--- config.mk ---
export PLATFORM = sky130hd
export DESIGN_NAME = gwc_front
export DESIGN_NICKNAME = d
export VERILOG_FILES = /design/src/sv/gwc_pkg.sv /design/src/sv/gwc_front.sv
export SDC_FILE = /design/constraint.sdc
export NUM_CORES = 1
export LEC_CHECK = 0
export BUFFER_PORTS_ARGS = -buffer_cell sky130_fd_sc_hd__buf_2
export CAP_MARGIN = 15
export CORE_MARGIN = 4
export CORE_UTILIZATION = 57
export CTS_CLUSTER_DIAMETER = 50
export CTS_CLUSTER_SIZE = 40
export DETAILED_ROUTE_END_ITERATION = 10
export GPL_TIMING_DRIVEN = 0
export MAX_ROUTING_LAYER = met4
export PLACE_DENSITY_LB_ADDON = 0.15
export SLEW_MARGIN = 0
export SYNTH_ARGS = -nofsm -noshare
export SYNTH_HDL_FRONTEND = slang
export SYNTH_SLANG_ARGS = --single-unit
export TNS_END_PERCENT = 30
--- constraint.sdc ---
create_clock -name clk_i -period 24.1 [get_ports clk_i]
set_clock_uncertainty 0.05 [all_clocks]
set_input_delay 2.41 -clock clk_i [delete_from_list [all_inputs] [get_ports clk_i]]
set_output_delay 2.41 -clock clk_i [all_outputs]
set_load 0.1 [all_outputs]
--- src/sv/gwc_pkg.sv ---
// Shared types and constants of the grid ray wall caster.
`timescale 1ns / 1ps
package gwc_pkg;

  localparam int FRAC_BITS  = 16;
  localparam int COORD_W    = 6;
  localparam int POS_W      = COORD_W + FRAC_BITS;
  localparam int DIR_W      = 18;
  localparam int DIST_W     = 32;
  localparam int CODE_W     = 8;
  localparam int SCREEN_W   = 12;
  localparam int TEXW_W     = 13;
  localparam int HEIGHT_W   = 16;
  localparam int COL_W      = 12;
  localparam int IN_DATA_W  = 232;
  localparam int OUT_DATA_W = 104;
  localparam int CFG_IDX_W  = 3;
  localparam int CFG_DATA_W = 13;
  localparam int DIV_NUM_W  = 40;
  localparam int DIV_DEN_W  = 32;

  typedef enum logic {
    CMD_WRITE = 1'b0,
    CMD_CAST  = 1'b1
  } cmd_e;

  typedef enum logic [2:0] {
    CFG_SCREEN_H  = 3'd0,
    CFG_WALL      = 3'd1,
    CFG_SPRITE    = 3'd2,
    CFG_TEX_WEST  = 3'd3,
    CFG_TEX_EAST  = 3'd4,
    CFG_TEX_SOUTH = 3'd5,
    CFG_TEX_NORTH = 3'd6,
    CFG_TEX_SPRT  = 3'd7
  } cfg_idx_e;

  typedef enum logic [2:0] {
    FACE_WEST   = 3'd0,
    FACE_EAST   = 3'd1,
    FACE_SOUTH  = 3'd2,
    FACE_NORTH  = 3'd3,
    FACE_SPRITE = 3'd4
  } face_e;

  // input word fields, lowest last
  typedef struct packed {
    logic [31:0]         delta_dist_y;
    logic [31:0]         delta_dist_x;
    logic [31:0]         side_dist_y;
    logic [31:0]         side_dist_x;
    logic [DIR_W-1:0]    ray_dir_y;
    logic [DIR_W-1:0]    ray_dir_x;
    logic [POS_W-1:0]    pos_y;
    logic [POS_W-1:0]    pos_x;
    logic [CODE_W-1:0]   cell_value;
    logic [COORD_W-1:0]  write_y;
    logic [COORD_W-1:0]  write_x;
  } in_fields_t;

  typedef struct packed {
    logic       is_cast;
    in_fields_t f;
  } cmd_t;

  typedef struct packed {
    logic [SCREEN_W-1:0] screen_height;
    logic [CODE_W-1:0]   wall_code;
    logic [CODE_W-1:0]   sprite_code;
    logic [TEXW_W-1:0]   tex_west;
    logic [TEXW_W-1:0]   tex_east;
    logic [TEXW_W-1:0]   tex_south;
    logic [TEXW_W-1:0]   tex_north;
    logic [TEXW_W-1:0]   tex_sprite;
  } cfg_t;

  // result word fields, lowest last
  typedef struct packed {
    logic                walk_fault;
    logic                bad_cell;
    logic [COL_W-1:0]    tex_column;
    logic [SCREEN_W-1:0] line_end;
    logic [SCREEN_W-1:0] line_start;
    logic [HEIGHT_W-1:0] line_height;
    logic [2:0]          face;
    logic [COORD_W-1:0]  hit_y;
    logic [COORD_W-1:0]  hit_x;
    logic                wall_side;
    logic [DIST_W-1:0]   wall_distance;
  } result_t;

endpackage

--- src/sv/gwc_front.sv ---
// Front end: takes input words, classifies the command, queues two deep.
`timescale 1ns / 1ps
module gwc_front (
  input  logic                          clk_i,
  input  logic                          rst_ni,
  input  logic                          s_axis_tvalid,
  output logic                          s_axis_tready,
  input  logic [gwc_pkg::IN_DATA_W-1:0] s_axis_tdata,
  input  logic                          s_axis_tuser,
  output logic                          q_valid_o,
  output gwc_pkg::cmd_t                 q_cmd_o,
  input  logic                          q_pop_i
);

  gwc_pkg::cmd_t fifo_q [2];
  gwc_pkg::cmd_t in_cmd;
  logic          wr_ptr_q, rd_ptr_q;
  logic [1:0]    cnt_q;
  logic          push;

  assign in_cmd.is_cast = (gwc_pkg::cmd_e'(s_axis_tuser) == gwc_pkg::CMD_CAST);
  assign in_cmd.f       = gwc_pkg::in_fields_t'(s_axis_tdata[$bits(gwc_pkg::in_fields_t)-1:0]);

  assign s_axis_tready = (cnt_q != 2'd2);
  assign push          = s_axis_tvalid && s_axis_tready;
  assign q_valid_o     = (cnt_q != 2'd0);
  assign q_cmd_o       = fifo_q[rd_ptr_q];

  always_ff @(posedge clk_i or negedge rst_ni) begin
    if (!rst_ni) begin
      wr_ptr_q <= 1'b0;
      rd_ptr_q <= 1'b0;
      cnt_q    <= '0;
    end else begin
      if (push) wr_ptr_q <= ~wr_ptr_q;
      if (q_pop_i) rd_ptr_q <= ~rd_ptr_q;
      cnt_q <= cnt_q + {1'b0, push} - {1'b0, q_pop_i};
    end
  end

  always_ff @(posedge clk_i) begin
    if (push) fifo_q[wr_ptr_q] <= in_cmd;
  end

endmodule

==> out/results.txt, run 1 <==
DR vias: 8691
First-pass DRT Iterations: 5
# hold bufs at CTS: 0
Die W: 184 microns
Vias in the first global route: 9156
I/O pins: 468
Clk buf depth: 3
Synthesized area per cell: 24.3 sq um
# placed instances: 1600
Clock Pin Slew Worst Setup and Hold Paths: 70 ps
Sequential area share after synthesis: 0.781
Routability-driven placement congestion ratio: 0.771
Final ANT Viol Nets: 0
Iteration-0 DRC count of the detailed router: 474
Finish-stage setup viols: 0
H-tree levels: 2
Post-Syn Area: 17700 sq um
Final hold violation count: 0
Fmax: 222 MHz
Standard-cell rows: 64
Vias/cell: 5.16
Crit share post-route: 0.187
Synth-to-layout area growth: 24.8%
Largest net degree at the start of global routing: 64
CTS sink count: 462
Synthesized flop and latch total: 462
CP max FO: 10
Drt total wl: 37300 microns
FF+latch area: 13900 sq um
Setup TNS: 0 ps
Critical path required time: 21640 ps
Worst setup EP type: output port
Max Cap Violations: 0
Core box area: 30700 sq um
RSZ-0062 raised after global routing: false
Reg2reg end: fifo_q[0][89]$_DFFE_PP_
Syn_nets: 968
Fin cells: 1685
DRC Markers: 0
Layout cells sized above 1: 0.628
First-pass GRT wire length: 53700 microns
Clock period minus worst slack: 4500 ps
Critical R2R Launch: cnt_q[0]$_DFF_PN0_
Die area: 34000 sq um
CP Capture Point: q_cmd_o[65]
Setup Fix Bufs, Post-CTS: 0
Multi-input gate area: 3440 sq um
Slew Limit Headroom: 0.447
Post-synth top area cell: edfxtp_1
Fill cell count: 1908
Least-Margin Pin Slew: 830 ps
Post-cts resize count: 0
Setup crit start kind: register
Worst min path class: register to register
YS warnings: 0
R2R depth: 7
Count of different cell masters after synthesis: 18
Synth top area share: 0.775
Max-slew violation count: 0
DP Wirelength: 27200 microns
Outcome: completed
Antenna violations before repair: 13
Initial Util: 0.579
Synth Instances: 730
Clock root buffer master: clkbuf_16
Commonest non-fill, non-tap cell in the layout: buf_2
Buffers added on ports: 463
Top cells by area, synth: edfxtp_1 78%, mux2_4 17%, buf_12 2.5%
Worst Setup Path Type: register to output port
Worst Setup SP: rd_ptr_q$_DFFE_PN0P_
TritonCTS buffer count: 38
Final Hold Slack: 506 ps
Clock tree from TritonCTS: built
Most frequent cells in the layout: 466 x buf_2, 458 x edfxtp_1, 200 x mux2_4, 38 x clkbuf_16
Reg2reg setup slack: 21420 ps
Chip height: 184 microns
Overflow after GRT: 0
Clock Latency Late Sink: 530 ps
CP Data Arrival Time: 2040 ps
DR WL/cell: 22.1 microns
Fin nets: 1482
All-Layer GR Usage: 0.218
how the worst min path moves through the flow:
| stage | from | end | slack, ps | cells after the start |
|---|---|---|---|---|
| 4_1_cts | cnt_q[0]$_DFF_PN0_ | cnt_q[0]$_DFF_PN0_ | 510 | 1 |
| 6_report | cnt_q[0]$_DFF_PN0_ | cnt_q[0]$_DFF_PN0_ | 510 | 1 |
| 2_1_floorplan | wr_ptr_q$_DFFE_PN0P_ | wr_ptr_q$_DFFE_PN0P_ | 410 | 1 |
| 5_1_grt | wr_ptr_q$_DFFE_PN0P_ | wr_ptr_q$_DFFE_PN0P_ | 530 | 1 |
| 3_5_place_dp | cnt_q[0]$_DFF_PN0_ | cnt_q[0]$_DFF_PN0_ | 490 | 1 |
| 3_3_place_gp | wr_ptr_q$_DFFE_PN0P_ | wr_ptr_q$_DFFE_PN0P_ | 430 | 1 |
Yosys cell counts:
library cell	count
buf_6	1
xnor2_1	3
nor3b_1	1
mux2_2	29
nor2_1	1
dfrtp_1	4
ha_1	1
and3_1	1
xor2_1	1
a21oi_1	1
buf_2	3
edfxtp_1	458
nand2b_1	1
nand2_1	1
buf_12	22
a21bo_2	1
mux2_4	200
or2_2	1
routing by layer:
| metal | up-vias | share of wire | GRT usage |
|---|---|---|---|
| met5 | - | 0 | - |
| met3 | 75 | 0.11 | 0.0776 |
| li1 | 3993 | - | - |
| met1 | 4265 | 0.34 | 0.234 |
| met2 | 358 | 0.52 | 0.374 |
| met4 | 0 | 0.034 | 0.0831 |
flip-flops by register name, summed over array words and instances (netlist names):
name,flops
cnt_q,2
rd_ptr_q,1
wr_ptr_q,1
fifo_q,458
area by class of cell:
cell class                 instances  share of cell area
multi-input combinational        242               0.155
timing repair buffer             474               0.116
antenna                           15             0.00170
clock inverter                    31              0.0150
buffer                            26              0.0211
tap                              396              0.0224
sequential                       462               0.626
clock buffer                      39              0.0431
per-stage QoR:
stage	instance area (sq um)	setup WS, ps	util
final	22100	19600	0.722
after global routing	22100	19550	0.722
after CTS	22100	19570	0.721
after detailed placement	20800	19400	0.679
after global placement	20600	5680	0.670
after floorplan	17700	11150	-
cell families (layout without fill, tap and decap cells):
| family | Yosys count | count (layout) | synth area share |
|---|---|---|---|
| fa+ha+maj | 1 | 1 | 0.000705 |
| other cells | 0 | 15 | 0 |
| flops | 462 | 462 | 0.781 |
| xor+xnor | 4 | 4 | 0.00197 |
| buf+inv | 26 | 570 | 0.0263 |
| compound gates | 2 | 2 | 0.000846 |
| mux | 229 | 229 | 0.188 |
| simple gates | 6 | 6 | 0.00190 |
worst max-delay path, stage by stage, from the launching register on:
cell	delay (ps)
dfrtp_1	380
buf_6	140
buf_12	170
buf_12	170
mux2_4	190
buf_2	450
Power of run 1 is left out: the tool's default activity adds up to more than one toggle a clock period on the data nets, which glitch-free logic cannot reach.
==> inputs of run 2 (changes only) <==
--- a/config.mk
+++ b/config.mk
@@ -8,7 +8,7 @@
 export BUFFER_PORTS_ARGS = -buffer_cell sky130_fd_sc_hd__buf_2
 export CAP_MARGIN = 15
 export CORE_MARGIN = 4
-export CORE_UTILIZATION = 57
+export CORE_UTILIZATION = 48
 export CTS_CLUSTER_DIAMETER = 50
 export CTS_CLUSTER_SIZE = 40
 export DETAILED_ROUTE_END_ITERATION = 10
==> constraint.sdc (replaced) <==
create_clock -name clk_i -period 3.8 [get_ports clk_i]
set_clock_uncertainty 0.05 [all_clocks]
set_input_delay 0.38 -clock clk_i [delete_from_list [all_inputs] [get_ports clk_i]]
set_output_delay 0.38 -clock clk_i [all_outputs]
set_load 0.1 [all_outputs]
==> out/results.txt, run 2 (synthesis results as in run 1) <==
Commonest non-fill, non-tap cell in the layout: buf_2
Post-cts resize count: 0
Buffers added on ports: 463
Clock period minus worst slack: 2480 ps
Crit share post-route: 0.653
Overflow after GRT: 0
I/O pins: 468
DR vias: 9564
Max Cap Violations: 0
Routability-driven placement congestion ratio: 0.723
Worst Setup Path Type: register to register
Most frequent cells in the layout: 466 x buf_2, 458 x edfxtp_1, 231 x dlygate4sd3_1, 200 x mux2_4, 43 x clkbuf_16
Finish-stage setup viols: 0
Clock Pin Slew Worst Setup and Hold Paths: 60 ps
Clk buf depth: 3
Vias/cell: 4.82
First-pass DRT Iterations: 4
Setup Fix Bufs, Post-CTS: 0
First-pass GRT wire length: 59500 microns
CTS sink count: 462
Worst min path class: primary input to register
Fmax: 403 MHz
TritonCTS buffer count: 42
DP Wirelength: 26300 microns
Final ANT Viol Nets: 0
Least-Margin Pin Slew: 722 ps
Max-slew violation count: 0
Clock Latency Late Sink: 550 ps
Slew Limit Headroom: 0.518
Worst setup EP type: register
Clock root buffer master: clkbuf_16
Die area: 40100 sq um
Top flop regs: fifo_q: 458 flops, cnt_q: 2 flops
Final hold violation count: 0
Final Hold Slack: 105 ps
Fin nets: 1719
H-tree levels: 2
Standard-cell rows: 70
Chip height: 200 microns
RSZ-0062 raised after global routing: false
Synth-to-layout area growth: 39.4%
Multi-input gate area: 3450 sq um
Antenna violations before repair: 4
Fill cell count: 2407
Critical path required time: 3990 ps
Largest net degree at the start of global routing: 64
Vias in the first global route: 10400
CP max FO: 31
FF+latch area: 13900 sq um
Die W: 200 microns
Initial Util: 0.486
Clock tree from TritonCTS: built
DR WL/cell: 19.7 microns
Setup crit start kind: register
# placed instances: 1674
Most flops, register: fifo_q
CP Data Arrival Time: 2670 ps
Outcome: completed
DRC Markers: 0
Iteration-0 DRC count of the detailed router: 440
Layout Utilization: 0.677
Layout cells sized above 1: 0.532
Largest register FFs: 458
Drt total wl: 39100 microns
Fin cells: 1984
Core box area: 36500 sq um
All-Layer GR Usage: 0.196
run 2: path summary, 6_finish.rpt:
| path | startpoint | endpoint | slack [ps] | cells past startpoint |
|---|---|---|---|---|
| min reg2reg | cnt_q[0]$_DFF_PN0_ | cnt_q[0]$_DFF_PN0_ | 500 | 1 |
| min in group asynchronous | rst_ni | cnt_q[1]$_DFF_PN0_ | 140 | 2 |
| max in group asynchronous | rst_ni | wr_ptr_q$_DFFE_PN0P_ | 3440 | 2 |
| max reg2reg | cnt_q[0]$_DFF_PN0_ | fifo_q[0][98]$_DFFE_PP_ | 1320 | 7 |
| min | s_axis_tvalid | wr_ptr_q$_DFFE_PN0P_ | 110 | 3 |
| max | cnt_q[0]$_DFF_PN0_ | fifo_q[0][98]$_DFFE_PP_ | 1320 | 7 |
run 2: final cells by class:
cell class                      instances  area share
Timing Repair Buffer                  707       0.200
Clock inverter                         30      0.0140
Clock buffer                           45      0.0438
Sequential cell                       462       0.560
Multi-Input combinational cell        242       0.140
Buffer                                 26      0.0189
Tap cell                              468      0.0237
Antenna cell                            4    0.000405
run 2: metrics by stage:
stage                     worst slack, ps  instance area, sq um  TNS [ps]
after floorplan                      -890                 17800   -266260
after global placement              -2680                 20700   -993510
after detailed placement             1300                 21000         0
after CTS                            1270                 24700         0
after global routing                 1190                 24700         0
final                                1320                 24700         0
run 2: timing repair:
action	CTS	global route
hold buffers	231	0
endpoints found under the hold margin	463	0
setup endpoints to repair	0	0
run 2: per-layer routing:
metal | part of all wire | global-route usage
met4 | 0.027 | 0.0642
met5 | 0 | -
met1 | 0.39 | 0.227
met2 | 0.50 | 0.329
met3 | 0.081 | 0.0628
run 2: critical path: stages, from the launching register on:
cell	delay [ps]
dfrtp_1	380
nand2b_4	170
nand2_4	70
nor2_4	580
buf_16	250
buf_16	170
buf_12	220
buf_12	230
Power of run 2 is left out for the same reason.
